**src/tqegh_pkg.sv**
```systemverilog
// package for the trivariate quartic evaluator: sizes, monomial tables, command types
// used by tqegh_ctrl, tqegh_dp and trivariate_quartic_eval_grad_hess_core
// no dependencies
package tqegh_pkg;

   localparam int NUM_TERMS  = 35;
   localparam int COEF_WIDTH = 48;
   localparam int NUM_OUT    = 10;
   localparam int LIMBS      = 6;
   localparam int TERM_WIDTH = LIMBS * 32;
   localparam int ACC_WIDTH  = 192;
   localparam int RES_LSB    = 56;
   localparam int RES_WIDTH  = 64;

   localparam logic CMD_LOAD = 1'b0;
   localparam logic CMD_EVAL = 1'b1;

   typedef enum logic [1:0] {
      SEL_MULT = 2'd0,
      SEL_X1   = 2'd1,
      SEL_X2   = 2'd2,
      SEL_X3   = 2'd3
   } sel_type;

   // exponents of x1, x2, x3 per table slot
   localparam logic [2:0] MONO_EXP [NUM_TERMS][3] = '{
      '{3'd0,3'd0,3'd0},
      '{3'd1,3'd0,3'd0}, '{3'd0,3'd1,3'd0}, '{3'd0,3'd0,3'd1},
      '{3'd2,3'd0,3'd0}, '{3'd1,3'd1,3'd0}, '{3'd1,3'd0,3'd1},
      '{3'd0,3'd2,3'd0}, '{3'd0,3'd1,3'd1}, '{3'd0,3'd0,3'd2},
      '{3'd3,3'd0,3'd0}, '{3'd2,3'd1,3'd0}, '{3'd2,3'd0,3'd1},
      '{3'd1,3'd2,3'd0}, '{3'd1,3'd1,3'd1}, '{3'd1,3'd0,3'd2},
      '{3'd0,3'd3,3'd0}, '{3'd0,3'd2,3'd1}, '{3'd0,3'd1,3'd2},
      '{3'd0,3'd0,3'd3},
      '{3'd4,3'd0,3'd0}, '{3'd3,3'd1,3'd0}, '{3'd3,3'd0,3'd1},
      '{3'd2,3'd2,3'd0}, '{3'd2,3'd1,3'd1}, '{3'd2,3'd0,3'd2},
      '{3'd1,3'd3,3'd0}, '{3'd1,3'd2,3'd1}, '{3'd1,3'd1,3'd2},
      '{3'd1,3'd0,3'd3}, '{3'd0,3'd4,3'd0}, '{3'd0,3'd3,3'd1},
      '{3'd0,3'd2,3'd2}, '{3'd0,3'd1,3'd3}, '{3'd0,3'd0,3'd4}
   };

   // derivative orders per output: value, gradient, hessian
   localparam logic [2:0] DERIV_ORD [NUM_OUT][3] = '{
      '{3'd0,3'd0,3'd0},
      '{3'd1,3'd0,3'd0}, '{3'd0,3'd1,3'd0}, '{3'd0,3'd0,3'd1},
      '{3'd2,3'd0,3'd0}, '{3'd1,3'd1,3'd0}, '{3'd1,3'd0,3'd1},
      '{3'd0,3'd2,3'd0}, '{3'd0,3'd1,3'd1}, '{3'd0,3'd0,3'd2}
   };

   typedef struct packed {
      logic       ok;
      logic [3:0] mult;
      logic [2:0] pw1;
      logic [2:0] pw2;
      logic [2:0] pw3;
      logic [2:0] deg;
   } term_info_type;

   typedef struct packed {
      logic       capture;
      logic       wr_en;
      logic       rd_en;
      logic [5:0] addr;
      logic       load_term;
      logic       mul_en;
      logic [2:0] limb;
      sel_type    sel;
      logic [3:0] mult;
      logic       acc_en;
      logic [2:0] deg;
      logic       save;
      logic [3:0] slot;
      logic       publish;
   } dp_cmd_type;

   typedef struct packed {
      logic slot_free;
      logic rsp_busy;
   } dp_status_type;

   // what output k needs from term t: surviving powers, multiplier, degree
   function automatic term_info_type term_info(input logic [3:0] k, input logic [5:0] t);
      term_info_type r;
      int            e;
      int            d;
      int            m;
      int            dg;
      int            pw [3];
      r  = '0;
      r.ok = 1'b1;
      m  = 1;
      dg = 0;
      for (int v = 0; v < 3; v++) begin
         e = int'(MONO_EXP[t][v]);
         d = int'(DERIV_ORD[k][v]);
         if (e < d) r.ok = 1'b0;
         pw[v] = (e >= d) ? e - d : 0;
         if (d >= 1) m = m * e;
         if (d >= 2) m = m * (e - 1);
         dg = dg + pw[v];
      end
      r.mult = 4'(m);
      r.pw1  = 3'(pw[0]);
      r.pw2  = 3'(pw[1]);
      r.pw3  = 3'(pw[2]);
      r.deg  = 3'(dg);
      return r;
   endfunction

endpackage

```
**src/tqegh_ctrl.sv**
```systemverilog
// sequencer for the trivariate quartic evaluator
// walks outputs, table slots, factors and limbs; drives tqegh_dp; uses tqegh_pkg
module tqegh_ctrl (
   input  logic                    clock,
   input  logic                    reset,
   input  logic                    req_valid,
   input  logic                    req_command,
   output logic                    req_ready,
   input  tqegh_pkg::dp_status_type status,
   output tqegh_pkg::dp_cmd_type   cmd
);

   typedef enum logic [7:0] {
      ST_IDLE = 8'b0000_0001,
      ST_READ = 8'b0000_0010,
      ST_LOAD = 8'b0000_0100,
      ST_MUL  = 8'b0000_1000,
      ST_ACC  = 8'b0001_0000,
      ST_NEXT = 8'b0010_0000,
      ST_SAVE = 8'b0100_0000,
      ST_DONE = 8'b1000_0000
   } state_type;

   state_type state_ff, state_in;
   logic [3:0] k_ff, k_in;
   logic [5:0] t_ff, t_in;
   logic [2:0] fidx_ff, fidx_in;
   logic [2:0] limb_ff, limb_in;

   tqegh_pkg::term_info_type info;
   logic [3:0]               nf;
   logic [3:0]               b1;
   logic [3:0]               b2;
   tqegh_pkg::sel_type       sel;

   assign info = tqegh_pkg::term_info(k_ff, t_ff);
   assign nf   = 4'd1 + 4'(info.pw1) + 4'(info.pw2) + 4'(info.pw3);
   assign b1   = 4'(info.pw1);
   assign b2   = 4'(info.pw1) + 4'(info.pw2);

   // factor 0 is the derivative multiplier, then x1, x2, x3 powers in turn
   always_comb begin
      if (fidx_ff == 3'd0) sel = tqegh_pkg::SEL_MULT;
      else if (4'(fidx_ff) <= b1) sel = tqegh_pkg::SEL_X1;
      else if (4'(fidx_ff) <= b2) sel = tqegh_pkg::SEL_X2;
      else sel = tqegh_pkg::SEL_X3;
   end

   always_comb begin
      state_in  = state_ff;
      k_in      = k_ff;
      t_in      = t_ff;
      fidx_in   = fidx_ff;
      limb_in   = limb_ff;
      req_ready = 1'b0;
      cmd       = '0;
      cmd.addr  = t_ff;
      cmd.limb  = limb_ff;
      cmd.sel   = sel;
      cmd.mult  = info.mult;
      cmd.deg   = info.deg;
      cmd.slot  = k_ff;
      case (state_ff)
         ST_IDLE: begin
            req_ready = 1'b1;
            if (req_valid) begin
               if (req_command == tqegh_pkg::CMD_EVAL) begin
                  cmd.capture = 1'b1;
                  k_in        = '0;
                  t_in        = '0;
                  state_in    = ST_READ;
               end else begin
                  cmd.wr_en = 1'b1;
               end
            end
         end
         ST_READ: begin
            cmd.rd_en = 1'b1;
            state_in  = ST_LOAD;
         end
         ST_LOAD: begin
            cmd.load_term = 1'b1;
            fidx_in       = '0;
            limb_in       = '0;
            state_in      = info.ok ? ST_MUL : ST_NEXT;
         end
         ST_MUL: begin
            cmd.mul_en = 1'b1;
            if (limb_ff == 3'(tqegh_pkg::LIMBS - 1)) begin
               limb_in = '0;
               if (4'(fidx_ff) == nf - 4'd1) state_in = ST_ACC;
               else fidx_in = fidx_ff + 3'd1;
            end else begin
               limb_in = limb_ff + 3'd1;
            end
         end
         ST_ACC: begin
            cmd.acc_en = 1'b1;
            state_in   = ST_NEXT;
         end
         ST_NEXT: begin
            if (t_ff == 6'(tqegh_pkg::NUM_TERMS - 1)) begin
               state_in = ST_SAVE;
            end else begin
               t_in     = t_ff + 6'd1;
               state_in = ST_READ;
            end
         end
         ST_SAVE: begin
            cmd.save = 1'b1;
            if (k_ff == 4'(tqegh_pkg::NUM_OUT - 1)) begin
               state_in = ST_DONE;
            end else begin
               k_in     = k_ff + 4'd1;
               t_in     = '0;
               state_in = ST_READ;
            end
         end
         ST_DONE: begin
            if (status.slot_free) begin
               cmd.publish = 1'b1;
               state_in    = ST_IDLE;
            end
         end
         default: state_in = ST_IDLE;
      endcase
   end

   always_ff @(posedge clock) begin
      if (reset) begin
         state_ff <= ST_IDLE;
         k_ff     <= '0;
         t_ff     <= '0;
         fidx_ff  <= '0;
         limb_ff  <= '0;
      end else begin
         state_ff <= state_in;
         k_ff     <= k_in;
         t_ff     <= t_in;
         fidx_ff  <= fidx_in;
         limb_ff  <= limb_in;
      end
   end

endmodule

```
**config.mk**
```make
export PLATFORM = sky130hd
export DESIGN_NAME = tqegh_ctrl
export DESIGN_NICKNAME = d
export VERILOG_FILES = /design/src/tqegh_pkg.sv /design/src/tqegh_ctrl.sv
export SDC_FILE = /design/constraint.sdc
export NUM_CORES = 1
export LEC_CHECK = 0
export ABC_AREA = 0
export BUFFER_PORTS_ARGS = -buffer_cell sky130_fd_sc_hd__buf_2
export CAP_MARGIN = 20
export CORE_ASPECT_RATIO = 1.2
export CORE_MARGIN = 5
export CORE_UTILIZATION = 48
export CTS_CLUSTER_DIAMETER = 50
export DETAILED_ROUTE_END_ITERATION = 8
export GPL_ROUTABILITY_DRIVEN = 0
export HOLD_SLACK_MARGIN = 0.06
export PLACE_DENSITY = 0.77
export REMOVE_ABC_BUFFERS = 1
export SYNTH_ARGS = -nofsm -noshare
export SYNTH_HDL_FRONTEND = slang
export SYNTH_SLANG_ARGS = --single-unit
```
**constraint.sdc**
```tcl
create_clock -name clock -period 10.2 [get_ports clock]
set_input_delay 2.04 -clock clock [delete_from_list [all_inputs] [get_ports clock]]
set_output_delay 2.04 -clock clock [all_outputs]
set_load 0.02 [all_outputs]
```
==> impl_metrics.env, run 1 <==
export IMPL_outcome="completed"
export IMPL_setup_tns_ns=0
export IMPL_drv_cap=0
export IMPL_worst_pin_slew_ns=0.765
export IMPL_skew_ns=0.00672
export IMPL_cts_sinks=24
export IMPL_synth_async_reset_ratio=0
export IMPL_die_w_um=90.4
export IMPL_netlist_area_mm2=0.00372
export IMPL_syn_inst=480
export IMPL_post_place_ws_ns=0.0836
export IMPL_overflow=0
export IMPL_htree_levels=1
export IMPL_finalMaxSlewViolations=0
export IMPL_hold_class="register to register"
export IMPL_cpMostUsedCell="ha_1"
export IMPL_start_util=0.488
export IMPL_synth_seq_area_share=0.129
export IMPL_grt_max_degree=23
export IMPL_startpoint_type="register"
export IMPL_rsz0062_at_grt="no"
export IMPL_cts_tree="done"
export IMPL_p_leak_uw=0.00196
export IMPL_path_max_fanout=11
export IMPL_clk_pin_slew_ns=0.08
export IMPL_cts_root_buf="clkbuf_8"
export IMPL_critPathCaptureType="output port"
export IMPL_slew_headroom=0.489
export IMPL_nets=585
export IMPL_drtIter0Drc=167
export IMPL_ys_ff_latch=24
export IMPL_power_density_mw_per_mm2=73.7
export IMPL_worst_setup_path_type="register to output port"
export IMPL_track_usage=0.179
export IMPL_fp_coreArea_mm2=0.00762
export IMPL_ioPinCount=37
export IMPL_die_h_um=106
export IMPL_crit_required_ns=8.16
export IMPL_clock_latency_ns=0.27
export IMPL_post_drt_wl_per_cell_um=14.7
export IMPL_synth_edf_count=0
export IMPL_grt_pass1_vias=3356
export IMPL_max_stage_delay_ns=0.40
export IMPL_drive_above_1_share=0.173
export IMPL_postSynthAreaPerCell_um2=7.75
export IMPL_synth_distinct_cells=76
export IMPL_vias=3572
export IMPL_rows=35
export IMPL_hpwl_mm=7.15
export IMPL_ys_flop_type="dfxtp_1"
export IMPL_drtPass1Iterations=5
export IMPL_max_freq_ghz=0.102
export IMPL_ant_nets=0
export IMPL_slowest_stage="or3_4"
export IMPL_cts_buffers=3
export IMPL_final_common_cell="nor2_1"
export IMPL_setup_ws_ns=0.348
export IMPL_diodes=0
export IMPL_hold_violations=0
export IMPL_final_period_utilization=0.966
export IMPL_wl_mm=8.89
export IMPL_setup_viol=0
export IMPL_mostFrequentLayoutCells="nor2_1 (70), ha_1 (51), buf_2 (35)"
export IMPL_period_minus_slack_ns=9.85
export IMPL_crit_family="adder cells"
export IMPL_area_delta_synth_final_pct=11.4
export IMPL_peakVddDrop_uv=131
export IMPL_cts_buffer_depth=2
export IMPL_grt_pass1_wl_mm=14.9
export IMPL_portBuffers=35
export IMPL_drc=0
export IMPL_arrival_ns=7.81
export IMPL_via_per_inst=5.89
export IMPL_yosys_warnings=0
export IMPL_fp_dieArea_mm2=0.00962
export IMPL_path_buf_inv=2
export IMPL_antenna_found_initial=0
[worst paths after layout]
check / startpoint / slack (ns) / cells past startpoint / to
setup / recovery: t_ff[0] / 0.35 / 38 / cmd[13]
hold reg to reg: limb_ff[2] / 0.50 / 2 / limb_ff[2]
setup reg to reg: t_ff[1] / 4.10 / 21 / t_ff[5]
hold / removal: limb_ff[2] / 0.50 / 2 / limb_ff[2]
[through the flow]
step | area [µm²] | hold slack [ns] | cells | total power [µW] | utilization
floorplan | 3630 | 0.517 | 465 | 217 | -
global placement | 3990 | 0.488 | 601 | 250 | 0.524
detailed placement | 3990 | 0.497 | 601 | 253 | 0.524
CTS | 4050 | 0.508 | 605 | 308 | 0.532
global route | 4140 | 0.560 | 606 | 332 | 0.544
finish | 4140 | 0.504 | 606 | 306 | 0.544
[tightest hold or removal path, delay by kind of cell (launching register included)]
| family | cells | cell delay (ns) |
|---|---|---|
| DFF | 1 | 0.35 |
| AOI/OAI and AO/OA | 1 | 0.05 |
| and+or+nand+nor | 1 | 0.07 |
[state kept, by name, indices dropped and copies added (netlist names)]
name	cells
limb_ff	3
t_ff	6
fidx_ff	3
state_ff	8
k_ff	4
[what timing repair did]
| item | in CTS | in global routing |
|---|---|---|
| resized for setup | 4 | 20 |
| endpoints found under the hold margin | 0 | 0 |
| endpoints found under the setup margin | 1 | 1 |
| hold buffers | 0 | 0 |
| pin swaps | 3 | 6 |
| setup buffers | 1 | 1 |
[area by class of cell]
cell class | count | area [µm²]
fill | 737 | 3480
inverter | 34 | 128
timing repair buffer | 46 | 258
sequential | 24 | 489
clock buffer | 3 | 41.3
multi-input combinational | 407 | 3110
tap | 92 | 115
[power by group]
part	leakage (µW)	switching (µW)	total, µW	internal, µW
Combinational	0.00174	86.3	138	51.4
Clock	0.0000216	27.7	54.1	26.4
Sequential	0.000197	12.0	114	102
Total	0.00196	126	306	180
[cell usage after synthesis, drive strengths merged (9+ instances only)]
cell type,number,share of area
xor2,12,0.028
nor3,15,0.020
nor2b,15,0.026
dfxtp,24,0.13
o21ai,12,0.016
nand3,9,0.013
buf,10,0.018
ha,55,0.19
nand2,35,0.036
a21oi,24,0.032
nor2,71,0.072
xnor2,17,0.040
inv,34,0.034
nand2b,11,0.019
[kinds of logic after synthesis]
group                      Yosys count  synth area share
AOI/OAI and AO/OA                   97             0.188
xor gates and xnor gates            31            0.0804
adders and majority gates           63             0.228
muxes                                9            0.0289
DFF                                 24             0.129
buffers and inverters               49            0.0575
and+or+nand+nor                    207             0.288
[per-layer routing]
metal  GRT usage  share of wire  vias to the layer above
met3      0.0120          0.042                       15
met1       0.215           0.42                     1689
li1            -              -                     1770
met4      0.0543          0.022                        0
met5           0              0                        -
met2       0.336           0.51                       98
Power figures use the tool's default switching activity.
==> inputs of run 2 (changes only) <==
--- a/config.mk
+++ b/config.mk
@@ -8,14 +8,15 @@
 export ABC_AREA = 0
 export BUFFER_PORTS_ARGS = -buffer_cell sky130_fd_sc_hd__buf_2
 export CAP_MARGIN = 20
+export CELL_PAD_IN_SITES_DETAIL_PLACEMENT = 1
+export CELL_PAD_IN_SITES_GLOBAL_PLACEMENT = 2
 export CORE_ASPECT_RATIO = 1.2
-export CORE_MARGIN = 5
-export CORE_UTILIZATION = 48
+export CORE_UTILIZATION = 36
 export CTS_CLUSTER_DIAMETER = 50
 export DETAILED_ROUTE_END_ITERATION = 8
 export GPL_ROUTABILITY_DRIVEN = 0
 export HOLD_SLACK_MARGIN = 0.06
-export PLACE_DENSITY = 0.77
+export PLACE_DENSITY = 0.92
 export REMOVE_ABC_BUFFERS = 1
 export SYNTH_ARGS = -nofsm -noshare
 export SYNTH_HDL_FRONTEND = slang
==> run 2 against run 1 <==
  * Sequential share of layout area fell by 0.28 points
  * First-iteration DRC count fell by 18%
  * Global-route usage increased by 2.9 points
  * Register-to-register slack got worse by 0.13 ns
  * Critical path type unchanged
==> impl_metrics.env, run 2 (same netlist as run 1, synthesis figures left out) <==
export IMPL_top_regs="state_ff: 8 flops, t_ff: 6 flops, k_ff: 4 flops"
export IMPL_cts_buffer_depth=2
export IMPL_cts_root_buf="clkbuf_16"
export IMPL_r2r_end="t_ff[4]"
export IMPL_area_delta_synth_final_pct=13.9
export IMPL_fp_coreArea_mm2=0.0100
export IMPL_ioPinCount=37
export IMPL_largest_register_ffs=8
export IMPL_post_drt_wl_per_cell_um=16.7
export IMPL_min_to="limb_ff[2]"
export IMPL_clk_pin_slew_ns=0.06
export IMPL_power_density_mw_per_mm2=80.8
export IMPL_fp_dieArea_mm2=0.0107
export IMPL_clock_power_share=0.241
export IMPL_path_buf_inv=2
export IMPL_arrival_ns=7.82
export IMPL_finalMaxSlewViolations=0
export IMPL_p_leak_uw=0.00199
export IMPL_grt_pass1_wl_mm=18.2
export IMPL_setup_viol=0
export IMPL_peakVddDrop_uv=158
export IMPL_final_common_cell="nor2_1"
export IMPL_fill_cells=1272
export IMPL_rows=40
export IMPL_start_util=0.371
export IMPL_outcome="completed"
export IMPL_power_frac_seq=0.337
export IMPL_cpMostUsedCell="ha_1"
export IMPL_drc=0
export IMPL_path_max_fanout=5
export IMPL_die_h_um=113
export IMPL_p_total_uw=342
export IMPL_max_freq_ghz=0.101
export IMPL_swShare=0.400
export IMPL_hpwl_mm=8.57
export IMPL_worst_pin_slew_ns=0.847
export IMPL_combPwrFrac=0.422
export IMPL_power_switching_uw=137
export IMPL_setup_tns_ns=0
export IMPL_drtPass1Iterations=4
export IMPL_r2r_start="t_ff[1]"
export IMPL_ant_nets=0
export IMPL_intPower_uw=205
export IMPL_max_stage_delay_ns=0.39
export IMPL_cts_tree="done"
export IMPL_drive_above_1_share=0.176
export IMPL_wl_mm=10.7
export IMPL_hold_class="register to register"
export IMPL_holdPathStages=2
export IMPL_diodes=0
export IMPL_die_w_um=94.8
export IMPL_vias=3614
export IMPL_drv_cap=0
export IMPL_critPathCaptureType="output port"
export IMPL_portBuffers=35
export IMPL_drtIter0Drc=137
export IMPL_grt_max_degree=23
export IMPL_top_register="state_ff"
export IMPL_slowest_stage="or3_4"
export IMPL_worst_setup_path_type="register to output port"
export IMPL_startpoint_type="register"
export IMPL_cts_sinks=24
export IMPL_skew_ns=0.00294
export IMPL_hold_violations=0
export IMPL_htree_levels=1
export IMPL_overflow=0
export IMPL_crit_required_ns=8.16
export IMPL_crit_family="adder cells"
export IMPL_hold_start="limb_ff[2]"
export IMPL_final_period_utilization=0.966
export IMPL_antenna_found_initial=0
export IMPL_grt_pass1_vias=3835
export IMPL_slew_headroom=0.434
export IMPL_period_minus_slack_ns=9.86
export IMPL_via_per_inst=5.62
export IMPL_track_usage=0.208
export IMPL_r2r_cells=21
export IMPL_r2r_slack_ns=3.97
export IMPL_cts_buffers=3
export IMPL_mostFrequentLayoutCells="nor2_1 (70), ha_1 (50), buf_2 (34)"
export IMPL_clock_latency_ns=0.25
export IMPL_nets=588
==> run 2: worst max path at each step <==
stage                         end  cells past startpoint    start  slack, ns
final                     cmd[13]                     37  t_ff[1]       0.34
after global routing      cmd[13]                     36  t_ff[4]      -0.02
after CTS                 cmd[13]                     37  t_ff[0]       0.02
after detailed placement  cmd[13]                     38  t_ff[2]       0.05
after global placement    cmd[13]                     38  t_ff[2]       0.16
after floorplan           cmd[13]                     37  t_ff[2]       0.26
==> run 2: layout make-up <==
class	instances	area, µm²	area share
Clock buffer	3	75.1	0.0177
Inverter	34	128	0.0301
Multi-Input combinational cell	407	3100	0.733
Sequential cell	24	488	0.115
Tap cell	126	158	0.0372
Timing Repair Buffer	49	283	0.0668
==> run 2: timing repair <==
action                     CTS  global route
pin swaps                    3             9
gates resized for setup      6            18
setup endpoints to repair    1             1
hold buffers                 0             0
buffers inserted             2             2
==> run 2: layer usage <==
metal,wire (µm),share of wire,GRT usage
met4,128,0.012,0.0354
met2,5910,0.55,0.415
met3,204,0.019,0.00874
met5,0,0,0
met1,4500,0.42,0.239
==> run 2: per-stage QoR <==
stage	instances	area [µm²]	util	setup slack, ns	hold slack [ns]
after floorplan	465	3630	-	0.264	0.517
after global placement	636	4040	0.404	0.158	0.489
after detailed placement	636	4040	0.404	0.0531	0.497
after CTS	641	4150	0.414	0.0154	0.512
after global routing	643	4230	0.423	-0.0180	0.545
final	643	4230	0.423	0.344	0.508
==> run 2: power groups by stage <==
stage | registers (µW) | clock network [µW] | logic [µW]
after floorplan | 114 | 0 | 103
after global placement | 116 | 0 | 137
after detailed placement | 117 | 0 | 142
after CTS | 115 | 83.7 | 144
after global routing | 116 | 86.7 | 159
final | 115 | 82.4 | 144
==> run 2: worst min-delay path, cell delays in order (launching register included) <==
cell,delay [ns]
dfxtp_1,0.34
nand2_1,0.07
a21oi_1,0.05
==> inputs of run 3 (changes only) <==
--- a/config.mk
+++ b/config.mk
@@ -16,7 +16,7 @@
 export DETAILED_ROUTE_END_ITERATION = 8
 export GPL_ROUTABILITY_DRIVEN = 0
 export HOLD_SLACK_MARGIN = 0.06
-export PLACE_DENSITY = 0.92
+export PLACE_DENSITY_LB_ADDON = 0.1
 export REMOVE_ABC_BUFFERS = 1
 export SYNTH_ARGS = -nofsm -noshare
 export SYNTH_HDL_FRONTEND = slang
==> run 3 against run 2 <==
  * Maximum frequency is 0.77% higher
  * Largest power group unchanged
  * Flip-flop and latch count is the same
  * Hold slack improved by 0.0015 ns
  * Highest routed layer unchanged
  * Combinational power fell by 3%
  * Design area up 0.15%
  * Clock skew rose by 0.0012 ns
  * Clock power increased by 2%
  * Critical endpoint unchanged
  * Count of clock-buffer cells in the layout did not move
  * First-iteration DRC count increased by 5.8%
  * Cell count grew 0.31%
==> impl_metrics.env, run 3 (same netlist as run 1, synthesis figures left out) <==
export IMPL_mostFrequentLayoutCells="nor2_1 (68), ha_1 (49), buf_2 (34)"
export IMPL_wl_mm=10.7
export IMPL_diodes=0
export IMPL_p_leak_uw=0.00199
export IMPL_cts_tree="done"
export IMPL_hold_class="register to register"
export IMPL_start_util=0.371
export IMPL_die_h_um=113
export IMPL_cts_sinks=24
export IMPL_grt_max_degree=23
export IMPL_via_per_inst=5.54
export IMPL_finalMaxSlewViolations=0
export IMPL_fp_dieArea_mm2=0.0107
export IMPL_drc=0
export IMPL_hold_violations=0
export IMPL_path_max_fanout=5
export IMPL_clk_pin_slew_ns=0.06
export IMPL_top_register="state_ff"
export IMPL_nets=590
export IMPL_track_usage=0.206
export IMPL_power_density_mw_per_mm2=80.0
export IMPL_post_drt_wl_per_cell_um=16.6
export IMPL_cts_buffers=3
export IMPL_cpMostUsedCell="ha_1"
export IMPL_grt_pass1_vias=3618
export IMPL_slew_headroom=0.478
export IMPL_startpoint_type="register"
export IMPL_worst_setup_path_type="register to output port"
export IMPL_worst_pin_slew_ns=0.781
export IMPL_drtIter0Drc=145
export IMPL_vias=3576
export IMPL_final_util=0.424
export IMPL_ioPinCount=37
export IMPL_drtPass1Iterations=4
export IMPL_critPathCaptureType="output port"
export IMPL_die_w_um=94.8
export IMPL_final_common_cell="nor2_1"
export IMPL_overflow=0
export IMPL_skew_ns=0.00411
export IMPL_cts_root_buf="clkbuf_16"
export IMPL_top_regs="state_ff: 8 flops, t_ff: 6 flops, k_ff: 4 flops"
export IMPL_p_total_uw=339
export IMPL_crit_required_ns=8.16
export IMPL_final_period_utilization=0.959
export IMPL_drive_above_1_share=0.179
export IMPL_slowest_stage="or3_4"
export IMPL_hpwl_mm=8.69
export IMPL_max_freq_ghz=0.102
export IMPL_clock_latency_ns=0.26
export IMPL_cts_buffer_depth=2
export IMPL_largest_register_ffs=8
export IMPL_area_delta_synth_final_pct=14.0
export IMPL_fp_coreArea_mm2=0.0100
export IMPL_max_stage_delay_ns=0.38
export IMPL_ant_nets=0
export IMPL_outcome="completed"
export IMPL_setup_viol=0
export IMPL_rows=40
export IMPL_arrival_ns=7.74
export IMPL_peakVddDrop_uv=125
export IMPL_period_minus_slack_ns=9.78
export IMPL_portBuffers=35
export IMPL_antenna_found_initial=0
export IMPL_grt_pass1_wl_mm=17.7
export IMPL_drv_cap=0
export IMPL_htree_levels=1
## run 3: changes by cell type in the layout (fill, tap and decap cells not counted), sizes merged
cell | before | now
buf | 49 | 51
## run 3: power by group
part / leakage, µW / switching [µW] / internal [µW]
combinational: 0.00176 / 88.7 / 51.3
sequential: 0.000196 / 13.3 / 102
clock: 0.0000370 / 32.0 / 51.9
total: 0.00199 / 134 / 205
## run 3: area by class of cell
cell class	count	area, µm²
sequential	24	484
clock buffer	3	75.1
multi-input combinational	407	3100
tap	126	158
timing repair buffer	51	298
fill	1279	5770
inverter	34	128
## run 3: worst paths after layout
path | from | end | slack [ns] | depth (start not counted)
setup / recovery | t_ff[1] | cmd[13] | 0.42 | 37
hold / removal | limb_ff[2] | limb_ff[2] | 0.51 | 2
setup reg to reg | t_ff[1] | t_ff[5] | 3.95 | 21
hold reg to reg | limb_ff[2] | limb_ff[2] | 0.51 | 2
## run 3: through the flow
step	area (µm²)	hold slack, ns	TNS, ns	setup slack, ns	cells
floorplan	3630	0.517	0	0.264	465
global placement	4050	0.493	0	0.275	637
detailed placement	4050	0.502	0	0.170	637
CTS	4150	0.512	0	0.00944	642
global route	4240	0.536	-0.0104	-0.0104	645
finish	4240	0.510	0	0.420	645
## run 3: routing by layer
| layer | up-vias | global-route usage | share of wire |
|---|---|---|---|
| li1 | 1778 | - | - |
| met1 | 1750 | 0.258 | 0.45 |
| met2 | 39 | 0.385 | 0.52 |
| met3 | 9 | 0.00874 | 0.017 |
| met4 | 0 | 0.0404 | 0.011 |
| met5 | - | 0 | 0 |
## run 3: what timing repair did
item                       CTS  global route
gates resized for setup      3            19
setup endpoints to repair    1             1
setup buffers                2             3
hold buffers                 0             0
pin swaps                    1            11
## run 3: critical path, delay by kind of cell (launching register included)
family	cells	cell delay (ns)
fa+ha+maj	13	3.28
simple gates	10	1.36
compound gates	6	1.22
xor+xnor	5	0.92
flops	1	0.34
buf+inv	2	0.22
mux	1	0.13
